$ cat src/design/lzot_pkg.sv
// Shared types and constants for the layer z-order table.
package lzot_pkg;

    localparam int MAX_LAYERS_DEF = 256;

    typedef enum logic [1:0] {
        OP_ALLOC      = 2'd0,
        OP_SET_HEIGHT = 2'd1,
        OP_FREE       = 2'd2,
        OP_READ_SLOT  = 2'd3
    } op_t;

    typedef enum logic [3:0] {
        S_CLEAR,
        S_IDLE,
        S_DECODE,
        S_AREQ,
        S_ACHK,
        S_LREQ,
        S_LCHK,
        S_PLAN,
        S_SREQ,
        S_SWR,
        S_FIN,
        S_REL,
        S_RREQ,
        S_RCAP,
        S_RESP
    } state_t;

    typedef struct packed {
        logic busy;
        logic done;
        logic capture;
        logic clr_wr;
        logic a_rd;
        logic a_take;
        logic a_fail;
        logic a_next;
        logic l_rd;
        logic l_chk;
        logic plan;
        logic s_rd;
        logic s_wr;
        logic fin;
        logic rel;
        logic r_rd;
        logic r_cap;
    } cmd_t;

    typedef struct packed {
        op_t  op;
        logic clr_last;
        logic id_ok;
        logic slot_ok;
        logic free_bit;
        logic scan_last;
        logic use_hit;
        logic same;
        logic shift_empty;
        logic shift_last;
    } sts_t;

endpackage

$ cat src/design/lzot_ram.sv
// Generic single-write, single-read RAM with registered read data.
module lzot_ram #(
    parameter int WIDTH = 8,
    parameter int DEPTH = 256
) (
    input  logic                     clk,
    input  logic                     we,
    input  logic [$clog2(DEPTH)-1:0] waddr,
    input  logic [WIDTH-1:0]         wdata,
    input  logic [$clog2(DEPTH)-1:0] raddr,
    output logic [WIDTH-1:0]         rdata
);

    logic [WIDTH-1:0] mem [DEPTH];
    logic [WIDTH-1:0] rdata_reg;

    always_ff @(posedge clk)
    begin
        if (we)
        begin
            mem[waddr] <= wdata;
        end
        rdata_reg <= mem[raddr];
    end

    assign rdata = rdata_reg;

endmodule

$ cat src/design/lzot_ctrl.sv
// Sequencer for the layer z-order table: issues datapath commands per operation.
module lzot_ctrl (
    input  logic           clk,
    input  logic           rst_n,
    input  logic           start,
    input  lzot_pkg::sts_t sts,
    output lzot_pkg::cmd_t cmd
);

    lzot_pkg::state_t state_reg;
    lzot_pkg::state_t state_next;

    always_ff @(posedge clk or negedge rst_n)
    begin
        if (!rst_n)
        begin
            state_reg <= lzot_pkg::S_CLEAR;
        end
        else
        begin
            state_reg <= state_next;
        end
    end

    always_comb
    begin
        state_next = state_reg;
        case (state_reg)
            lzot_pkg::S_CLEAR:
            begin
                if (sts.clr_last)
                begin
                    state_next = lzot_pkg::S_IDLE;
                end
            end
            lzot_pkg::S_IDLE:
            begin
                if (start)
                begin
                    state_next = lzot_pkg::S_DECODE;
                end
            end
            lzot_pkg::S_DECODE:
            begin
                case (sts.op)
                    lzot_pkg::OP_ALLOC:
                        state_next = lzot_pkg::S_AREQ;
                    lzot_pkg::OP_SET_HEIGHT,
                    lzot_pkg::OP_FREE:
                        state_next = sts.id_ok ? lzot_pkg::S_LREQ : lzot_pkg::S_RESP;
                    lzot_pkg::OP_READ_SLOT:
                        state_next = sts.slot_ok ? lzot_pkg::S_RREQ : lzot_pkg::S_RESP;
                    default:
                        state_next = lzot_pkg::S_RESP;
                endcase
            end
            lzot_pkg::S_AREQ:
                state_next = lzot_pkg::S_ACHK;
            lzot_pkg::S_ACHK:
            begin
                if (sts.free_bit || sts.scan_last)
                begin
                    state_next = lzot_pkg::S_RESP;
                end
                else
                begin
                    state_next = lzot_pkg::S_AREQ;
                end
            end
            lzot_pkg::S_LREQ:
                state_next = lzot_pkg::S_LCHK;
            lzot_pkg::S_LCHK:
            begin
                if (!sts.use_hit)
                begin
                    state_next = lzot_pkg::S_RESP;
                end
                else if (sts.same)
                begin
                    state_next = (sts.op == lzot_pkg::OP_FREE) ? lzot_pkg::S_REL
                                                               : lzot_pkg::S_RESP;
                end
                else
                begin
                    state_next = lzot_pkg::S_PLAN;
                end
            end
            lzot_pkg::S_PLAN:
                state_next = sts.shift_empty ? lzot_pkg::S_FIN : lzot_pkg::S_SREQ;
            lzot_pkg::S_SREQ:
                state_next = lzot_pkg::S_SWR;
            lzot_pkg::S_SWR:
                state_next = sts.shift_last ? lzot_pkg::S_FIN : lzot_pkg::S_SREQ;
            lzot_pkg::S_FIN:
                state_next = (sts.op == lzot_pkg::OP_FREE) ? lzot_pkg::S_REL
                                                           : lzot_pkg::S_RESP;
            lzot_pkg::S_REL:
                state_next = lzot_pkg::S_RESP;
            lzot_pkg::S_RREQ:
                state_next = lzot_pkg::S_RCAP;
            lzot_pkg::S_RCAP:
                state_next = lzot_pkg::S_RESP;
            lzot_pkg::S_RESP:
                state_next = lzot_pkg::S_IDLE;
            default:
                state_next = lzot_pkg::S_IDLE;
        endcase
    end

    always_comb
    begin
        cmd      = '0;
        cmd.busy = 1'b1;
        case (state_reg)
            lzot_pkg::S_CLEAR:
                cmd.clr_wr = 1'b1;
            lzot_pkg::S_IDLE:
            begin
                cmd.busy    = 1'b0;
                cmd.capture = start;
            end
            lzot_pkg::S_AREQ:
                cmd.a_rd = 1'b1;
            lzot_pkg::S_ACHK:
            begin
                if (sts.free_bit)
                begin
                    cmd.a_take = 1'b1;
                end
                else if (sts.scan_last)
                begin
                    cmd.a_fail = 1'b1;
                end
                else
                begin
                    cmd.a_next = 1'b1;
                end
            end
            lzot_pkg::S_LREQ:
                cmd.l_rd = 1'b1;
            lzot_pkg::S_LCHK:
                cmd.l_chk = 1'b1;
            lzot_pkg::S_PLAN:
                cmd.plan = 1'b1;
            lzot_pkg::S_SREQ:
                cmd.s_rd = 1'b1;
            lzot_pkg::S_SWR:
                cmd.s_wr = 1'b1;
            lzot_pkg::S_FIN:
                cmd.fin = 1'b1;
            lzot_pkg::S_REL:
                cmd.rel = 1'b1;
            lzot_pkg::S_RREQ:
                cmd.r_rd = 1'b1;
            lzot_pkg::S_RCAP:
                cmd.r_cap = 1'b1;
            lzot_pkg::S_RESP:
                cmd.done = 1'b1;
            default:
                cmd.busy = 1'b1;
        endcase
    end

endmodule

$ cat src/design/lzot_dp.sv
// Datapath for the layer z-order table: layer tables, stack shifter and result registers.
module lzot_dp #(
    parameter int MAX_LAYERS = lzot_pkg::MAX_LAYERS_DEF
) (
    input  logic               clk,
    input  logic               rst_n,
    input  lzot_pkg::cmd_t     cmd,
    output lzot_pkg::sts_t     sts,
    input  logic [1:0]         operation,
    input  logic [7:0]         layer_id,
    input  logic signed [9:0]  requested_height,
    output logic               status,
    output logic [7:0]         result_layer,
    output logic signed [8:0]  new_height,
    output logic signed [8:0]  top_height,
    output logic               redraw_needed
);

    localparam int ID_W  = $clog2(MAX_LAYERS);
    localparam int HW    = ID_W + 1;
    localparam int CW    = (HW + 1 > 10) ? HW + 1 : 10;
    localparam int IDC_W = (ID_W + 1 > 8) ? ID_W + 1 : 8;

    localparam logic [ID_W-1:0]      LAST_IDX = ID_W'(MAX_LAYERS - 1);
    localparam logic [IDC_W-1:0]     MAX_C    = IDC_W'(MAX_LAYERS);
    localparam logic signed [HW-1:0] HIDDEN_H = '1;
    localparam logic signed [HW-1:0] ONE_H    = HW'(1);
    localparam logic signed [CW-1:0] ONE_C    = CW'(1);
    localparam logic signed [CW-1:0] HIDDEN_C = '1;

    lzot_pkg::op_t        op_reg, op_next;
    logic [7:0]           id_reg, id_next;
    logic signed [9:0]    req_reg, req_next;
    logic [ID_W-1:0]      clr_reg, clr_next;
    logic [ID_W-1:0]      scan_reg, scan_next;
    logic signed [HW-1:0] top_reg, top_next;
    logic signed [HW-1:0] old_reg, old_next;
    logic signed [HW-1:0] want_reg, want_next;
    logic [ID_W-1:0]      s_reg, s_next;
    logic [ID_W-1:0]      end_reg, end_next;
    logic                 dir_down_reg, dir_down_next;
    logic                 status_reg, status_next;
    logic [ID_W-1:0]      layer_reg, layer_next;
    logic signed [HW-1:0] height_reg, height_next;
    logic                 redraw_reg, redraw_next;

    logic                 use_we, use_wd, use_rd;
    logic [ID_W-1:0]      use_wa, use_ra;
    logic                 hgt_we;
    logic [ID_W-1:0]      hgt_wa, hgt_ra;
    logic [HW-1:0]        hgt_wd, hgt_rd;
    logic                 stk_we;
    logic [ID_W-1:0]      stk_wa, stk_ra, stk_wd, stk_rd;

    logic [ID_W-1:0]      id_idx, req_idx, src_idx, start_c, end_c;
    logic signed [HW-1:0] old_h, want_h;
    logic signed [CW-1:0] req_c, top_c, lim_c, want_c;
    logic                 plan_down;

    assign id_idx  = ID_W'(id_reg);
    assign req_idx = ID_W'(req_reg);
    assign src_idx = dir_down_reg ? s_reg - ID_W'(1) : s_reg + ID_W'(1);

    assign old_h  = hgt_rd;
    assign req_c  = CW'(req_reg);
    assign top_c  = CW'(top_reg);
    assign lim_c  = old_h[HW-1] ? top_c + ONE_C : top_c;

    always_comb
    begin
        if (op_reg == lzot_pkg::OP_FREE || req_c < HIDDEN_C)
        begin
            want_c = HIDDEN_C;
        end
        else if (req_c > lim_c)
        begin
            want_c = lim_c;
        end
        else
        begin
            want_c = req_c;
        end
    end

    assign want_h = HW'(want_c);

    always_comb
    begin
        if (old_reg[HW-1])
        begin
            plan_down = 1'b1;
            start_c   = ID_W'(top_reg + ONE_H);
            end_c     = want_reg[ID_W-1:0];
        end
        else if (want_reg[HW-1])
        begin
            plan_down = 1'b0;
            start_c   = old_reg[ID_W-1:0];
            end_c     = top_reg[ID_W-1:0];
        end
        else
        begin
            plan_down = (want_reg < old_reg);
            start_c   = old_reg[ID_W-1:0];
            end_c     = want_reg[ID_W-1:0];
        end
    end

    always_comb
    begin
        sts.op          = op_reg;
        sts.clr_last    = (clr_reg == LAST_IDX);
        sts.id_ok       = (IDC_W'(id_reg) < MAX_C);
        sts.slot_ok     = !req_c[CW-1] && (req_c <= top_c);
        sts.free_bit    = !use_rd;
        sts.scan_last   = (scan_reg == LAST_IDX);
        sts.use_hit     = use_rd;
        sts.same        = (want_h == old_h);
        sts.shift_empty = (start_c == end_c);
        sts.shift_last  = (src_idx == end_reg);
    end

    always_comb
    begin
        use_we = cmd.clr_wr || cmd.a_take || cmd.rel;
        use_wd = cmd.a_take;
        use_wa = id_idx;
        if (cmd.clr_wr)
        begin
            use_wa = clr_reg;
        end
        else if (cmd.a_take)
        begin
            use_wa = scan_reg;
        end
        use_ra = cmd.a_rd ? scan_reg : id_idx;

        hgt_we = cmd.a_take || cmd.plan || cmd.s_wr;
        hgt_wa = id_idx;
        hgt_wd = want_reg;
        if (cmd.a_take)
        begin
            hgt_wa = scan_reg;
            hgt_wd = HIDDEN_H;
        end
        else if (cmd.s_wr)
        begin
            hgt_wa = stk_rd;
            hgt_wd = HW'(s_reg);
        end
        hgt_ra = id_idx;

        stk_we = cmd.s_wr || (cmd.fin && !want_reg[HW-1]);
        stk_wa = cmd.s_wr ? s_reg : want_reg[ID_W-1:0];
        stk_wd = cmd.s_wr ? stk_rd : id_idx;
        stk_ra = cmd.s_rd ? src_idx : req_idx;
    end

    always_comb
    begin
        op_next       = op_reg;
        id_next       = id_reg;
        req_next      = req_reg;
        clr_next      = clr_reg;
        scan_next     = scan_reg;
        top_next      = top_reg;
        old_next      = old_reg;
        want_next     = want_reg;
        s_next        = s_reg;
        end_next      = end_reg;
        dir_down_next = dir_down_reg;
        status_next   = status_reg;
        layer_next    = layer_reg;
        height_next   = height_reg;
        redraw_next   = redraw_reg;

        if (cmd.clr_wr)
        begin
            clr_next = clr_reg + ID_W'(1);
        end
        if (cmd.capture)
        begin
            op_next     = lzot_pkg::op_t'(operation);
            id_next     = layer_id;
            req_next    = requested_height;
            scan_next   = '0;
            status_next = 1'b0;
            layer_next  = '0;
            height_next = HIDDEN_H;
            redraw_next = 1'b0;
        end
        if (cmd.a_next)
        begin
            scan_next = scan_reg + ID_W'(1);
        end
        if (cmd.a_take)
        begin
            layer_next = scan_reg;
        end
        if (cmd.a_fail)
        begin
            status_next = 1'b1;
        end
        if (cmd.l_chk)
        begin
            old_next  = old_h;
            want_next = want_h;
            if (use_rd)
            begin
                height_next = want_h;
            end
        end
        if (cmd.plan)
        begin
            s_next        = start_c;
            end_next      = end_c;
            dir_down_next = plan_down;
        end
        if (cmd.s_wr)
        begin
            s_next = src_idx;
        end
        if (cmd.fin)
        begin
            redraw_next = 1'b1;
            if (want_reg[HW-1])
            begin
                top_next = top_reg - ONE_H;
            end
            else if (old_reg[HW-1])
            begin
                top_next = top_reg + ONE_H;
            end
        end
        if (cmd.r_cap)
        begin
            layer_next  = stk_rd;
            height_next = HW'(req_reg);
        end
    end

    always_ff @(posedge clk or negedge rst_n)
    begin
        if (!rst_n)
        begin
            clr_reg <= '0;
            top_reg <= HIDDEN_H;
        end
        else
        begin
            clr_reg <= clr_next;
            top_reg <= top_next;
        end
    end

    always_ff @(posedge clk)
    begin
        op_reg       <= op_next;
        id_reg       <= id_next;
        req_reg      <= req_next;
        scan_reg     <= scan_next;
        old_reg      <= old_next;
        want_reg     <= want_next;
        s_reg        <= s_next;
        end_reg      <= end_next;
        dir_down_reg <= dir_down_next;
        status_reg   <= status_next;
        layer_reg    <= layer_next;
        height_reg   <= height_next;
        redraw_reg   <= redraw_next;
    end

    lzot_ram #(
        .WIDTH (1),
        .DEPTH (MAX_LAYERS)
    ) u_use_ram (
        .clk   (clk),
        .we    (use_we),
        .waddr (use_wa),
        .wdata (use_wd),
        .raddr (use_ra),
        .rdata (use_rd)
    );

    lzot_ram #(
        .WIDTH (HW),
        .DEPTH (MAX_LAYERS)
    ) u_hgt_ram (
        .clk   (clk),
        .we    (hgt_we),
        .waddr (hgt_wa),
        .wdata (hgt_wd),
        .raddr (hgt_ra),
        .rdata (hgt_rd)
    );

    lzot_ram #(
        .WIDTH (ID_W),
        .DEPTH (MAX_LAYERS)
    ) u_stk_ram (
        .clk   (clk),
        .we    (stk_we),
        .waddr (stk_wa),
        .wdata (stk_wd),
        .raddr (stk_ra),
        .rdata (stk_rd)
    );

    assign status        = status_reg;
    assign result_layer  = 8'(layer_reg);
    assign new_height    = 9'(height_reg);
    assign top_height    = 9'(top_reg);
    assign redraw_needed = redraw_reg;

endmodule

$ cat src/design/layer_z_order_table.sv
// Top level of the layer z-order table: controller plus datapath.
//
//  channel   direction  transfer when        fields
//  command   in         start && !busy      operation, layer_id, requested_height
//  result    out        done (one cycle)    status, result_layer, new_height,
//                                           top_height, redraw_needed
//
// After reset the in-use table is swept clear, with busy high.
// Allocate scans upward from layer 0 for the lowest free layer.
// Set height and free shift the stack slots between the old and new height when
// the stack moves, and shift nothing otherwise; free adds a release step.
// Rejected commands go straight to the result. Each shifted stack slot is one
// RAM read followed by one write.
// The result shows for the single cycle done is high; the receiver cannot stall it.
module layer_z_order_table #(
    parameter int MAX_LAYERS = lzot_pkg::MAX_LAYERS_DEF
) (
    input  logic              clk,
    input  logic              rst_n,
    input  logic              start,
    output logic              busy,
    input  logic [1:0]        operation,
    input  logic [7:0]        layer_id,
    input  logic signed [9:0] requested_height,
    output logic              done,
    output logic              status,
    output logic [7:0]        result_layer,
    output logic signed [8:0] new_height,
    output logic signed [8:0] top_height,
    output logic              redraw_needed
);

    lzot_pkg::cmd_t cmd;
    lzot_pkg::sts_t sts;

    lzot_ctrl u_ctrl (
        .clk   (clk),
        .rst_n (rst_n),
        .start (start),
        .sts   (sts),
        .cmd   (cmd)
    );

    lzot_dp #(
        .MAX_LAYERS (MAX_LAYERS)
    ) u_dp (
        .clk              (clk),
        .rst_n            (rst_n),
        .cmd              (cmd),
        .sts              (sts),
        .operation        (operation),
        .layer_id         (layer_id),
        .requested_height (requested_height),
        .status           (status),
        .result_layer     (result_layer),
        .new_height       (new_height),
        .top_height       (top_height),
        .redraw_needed    (redraw_needed)
    );

    assign busy = cmd.busy;
    assign done = cmd.done;

endmodule

$ cat config.mk
export PLATFORM = sky130hd
export DESIGN_NAME = layer_z_order_table
export DESIGN_NICKNAME = d
export VERILOG_FILES = /design/src/design/lzot_pkg.sv /design/src/design/lzot_ram.sv /design/src/design/lzot_ctrl.sv /design/src/design/lzot_dp.sv /design/src/design/layer_z_order_table.sv
export SDC_FILE = /design/constraint.sdc
export NUM_CORES = 2
export LEC_CHECK = 0
export BUFFER_PORTS_ARGS = -buffer_cell sky130_fd_sc_hd__buf_2
export CAP_MARGIN = 30
export CORE_ASPECT_RATIO = 1.1
export CORE_MARGIN = 1.5
export CORE_UTILIZATION = 63
export CTS_BUF_LIST = sky130_fd_sc_hd__clkbuf_8 sky130_fd_sc_hd__clkbuf_16
export CTS_CLUSTER_DIAMETER = 150
export DETAILED_ROUTE_END_ITERATION = 8
export PLACE_DENSITY = 0.83
export SLEW_MARGIN = 20
export SYNTH_ARGS = -nofsm -noshare
export SYNTH_HDL_FRONTEND = slang
export SYNTH_MEMORY_MAX_BITS = 65536
export SYNTH_SLANG_ARGS = --single-unit
$ cat constraint.sdc
create_clock -name clk -period 15.85 [get_ports clk]
set_clock_uncertainty 0.05 [all_clocks]
set_input_delay 3.17 -clock clk [delete_from_list [all_inputs] [get_ports clk]]
set_output_delay 3.17 -clock clk [all_outputs]
set_load 0.05 [all_outputs]
==> metrics.txt <==
status complete, but fails checks; failing checks design-rule violations; Slew HR 11.4%; CTS tree built; All-Layer GR Usage 38.0%; Reg2Reg Launch Point u_ctrl.state_reg[3]$_DFFE_PN0P_; EDFF count, synth 4679; Leak Pwr 0.0669 µW; P_int 19600 µW; Worst path depth 13; gpl congestion 0.879; WL/cell approximately 44 µm; Root Driver clkbuf_16; max frequency approximately 130 MHz; PostCTS Resize Cnt 0; fillers 15000; max-cap violation count 0; dpl cells around 12000; vias post-DR 104000; Final TNS setup 0 ns; non-filler cells, final ~13000; final hold viol count 0; clock tree buffer depth 4; layout cells sized above 1 26.1%; critical path type flop to flop; Max FO, Critical Path slightly above 60; Post-Syn Area per Cell 21.4 µm²; actual slew at the worst max-slew pin 1.32 ns; Synth Net Count 8771; CP startpoint kind flop; Most flops, register u_dp.u_hgt_ram.mem; Post-synth top flop edfxtp_1; worst hold path cell count 1; clk_lat worst skew about 1.1 ns; drt pass-1 iters 9; DRC viols 10; peak supply drop 0.146 mV; dpl hpwl ~270 mm; Die Ht 574 µm; post-DR vias/cell 7.84; routed wire length 590 mm; Buf/Inv on CP 4; number of global-route vias before repair a little over 100k; Comb pwr share 0%; delay of the slowest critical-path stage about 0.96 ns; CTS HTree Levels 5; initial antenna violation count 43; Mapped Area 187000 µm²; switching power 5220 µW; Seq/Total Area, Yosys 75.9%; share of synthesized registers carrying an async set or reset 0.444%; hold path startpoint u_dp.top_height[8]$_DFFE_PN1P_; max reg flops 2304; Final nets approximately 9000; PD cells around 120 nW/µm²; crit-path most repeated cell mux2i_1; biggest regs u_dp.u_hgt_ram.mem: 2304 flops, u_dp.u_stk_ram.mem: 2048 flops, u_dp.u_use_ram.mem: 256 flops; sw frac 21.0%; # rows 209; Setup Buffers After CTS 0; top cell type's share of synthesized area 75.3%; Syn Inst Count roughly 8700; RSZ-0062 raised after global routing false; GRT overflow 0; utilization after layout approximately 70%; Critical path origin u_ctrl.state_reg[3]$_DFFE_PN0P_; Yosys cell types slightly below 70; initial DRC count 19500; register bit total from synthesis 4729; total design power around 25000 µW; Top-Level Pins 53; Final Slew Violations 0; Area Growth Syn to Fin 11.5%; CP Cell Sequence nor4b_2, buf_4, mux2i_4, buf_4, buf_4, buf_4, mux4_2, mux2i_1, mux2i_1, mux2i_1, mux2i_1, mux2i_1, mux2i_1; die area 300000 µm²; Core Region 295000 µm²; Arrival @ worst endpoint about 8.4 ns; sequential share of power 54.4%; Detail Route Antenna Nets 0; Worst setup EP type flop; biggest area consumer among synthesized cells edfxtp_1; worst endpoint required time roughly 17 ns; first-pass GRT wire length 792 mm; delay-heaviest family, CP multiplexers; CTS Hold Buffers Added 0; initial core utilization 63.3%; slowest CP cell mux2i_1; port bufs 52; worst hold slack 0.490 ns; clk sinks 4729; r2r worst-path depth 13; maximum number of pins on one net before global-route repair about 260; clock group share of total power 45.6%; CTS buffer count between 400 and 500; Final Cycle Share 47.7%; Hold Crit Class flop to flop; Setup-failing EPs final 0; top cells by area, synth edfxtp_1, mux4_2, mux2i_1; Yosys Warn Count 0; Reg clk slew, reported paths 0.08 ns; die width ~520 µm; Tmin final between 7 and 8 ns
-- power groups by stage --
stage               combinational (µW)  clock (µW)  sequential, µW
detailed placement                6.41           0           13800
finish                            8.26       11300           13500
global route                      7.98       11600           13500
floorplan                        0.133           0           13800
CTS                               7.07       11200           13500
global placement                  6.16           0           13800
-- synth_stat cells, drive strengths merged, types with 4 or more instances --
| cell type | n |
|---|---|
| a211o | 4 |
| a211oi | 13 |
| a21o | 11 |
| a21oi | 89 |
| a221oi | 7 |
| a22o | 11 |
| a22oi | 29 |
| and2 | 7 |
| and3 | 5 |
| and4 | 6 |
| buf | 192 |
| clkbuf | 311 |
| dfrtp | 12 |
| dfstp | 9 |
| dfxtp | 29 |
| edfxtp | 4679 |
| ha | 38 |
| inv | 29 |
| mux2 | 52 |
| mux2i | 390 |
| mux4 | 1341 |
| nand2 | 220 |
| nand2b | 9 |
| nand3 | 47 |
| nand3b | 16 |
| nand4 | 11 |
| nor2 | 886 |
| nor2b | 19 |
| nor3 | 17 |
| nor4 | 9 |
| o211ai | 5 |
| o21a | 13 |
| o21ai | 52 |
| o221ai | 24 |
| o22ai | 14 |
| o31ai | 4 |
| or3 | 6 |
| xnor2 | 47 |
| xor2 | 19 |
-- cell type report --
class | instances | area (µm²) | area share [%]
clock buffer | 452 | 11200 | 5.39
inverter | 31 | 129 | 0.0619
sequential | 4729 | 142000 | 68.1
clock inverter | 358 | 3610 | 1.74
timing repair buffer | 338 | 3290 | 1.58
multi-input combinational | 3446 | 43200 | 20.8
tap | 3903 | 4880 | 2.35
antenna | 39 | 97.6 | 0.0469
-- kinds of logic after synthesis --
group	after synthesis	share of synthesized area, %
simple gates	1262	2.73
compound gates	296	1.04
buf+inv	534	1.17
fa+ha+maj	39	0.265
xor+xnor	66	0.310
flops	4729	75.9
mux	1783	18.6
-- stage by stage --
| stage | instance area (µm²) | worst slack (ns) |
|---|---|---|
| global placement | 191000 | 9.21 |
| finish | 208000 | 8.29 |
| global route | 208000 | 8.57 |
| detailed placement | 192000 | 9.10 |
| floorplan | 187000 | 2.17 |
| CTS | 206000 | 8.82 |
-- layer usage --
metal	wire, µm	up-vias	share of wire, %	track usage (%)
met1	167000	52000	28	44.3
met5	196	-	0.033	0.111
met3	77300	3342	13	9.85
met2	284000	12200	48	60.9
li1	-	36600	-	-
met4	61800	32	10	29.2
-- cell usage in the layout (no fill, tap or decap), types with 58 or more instances in the layout --
cell and n:
edfxtp_1 4679, mux4_2 1341, nor2_1 878, clkbuf_16 443, mux2i_1 381, buf_4 221
nand2_1 194, inv_1 111, clkinv_1 91, a21oi_1 89, clkinv_2 75, bufinv_16 58
-- worst reg2reg max path, stage by stage (launching register included) --
cell,delay [ns]
dfrtp_1,0.82
nor4b_2,0.37
buf_4,0.31
mux2i_4,0.65
buf_4,0.95
buf_4,0.83
buf_4,0.72
mux4_2,0.49
mux2i_1,0.24
mux2i_1,0.16
mux2i_1,0.46
mux2i_1,0.23
mux2i_1,0.96
mux2i_1,0.20
-- path summary, 6_finish.rpt --
check	to	slack [ns]
setup / recovery	u_dp.u_stk_ram.rdata[4]$_DFF_P_	8.29
hold / removal	u_dp.top_height[8]$_DFFE_PN1P_	0.49
setup reg to reg	u_dp.u_stk_ram.rdata[4]$_DFF_P_	8.29
hold reg to reg	u_dp.top_height[8]$_DFFE_PN1P_	0.49
max in group asynchronous	u_dp.clr_reg[5]$_DFFE_PN0P_	12.94
min in group asynchronous	u_ctrl.state_reg[1]$_DFFE_PN0P_	2.18
Note: power is estimated with default switching activity, not from simulation.
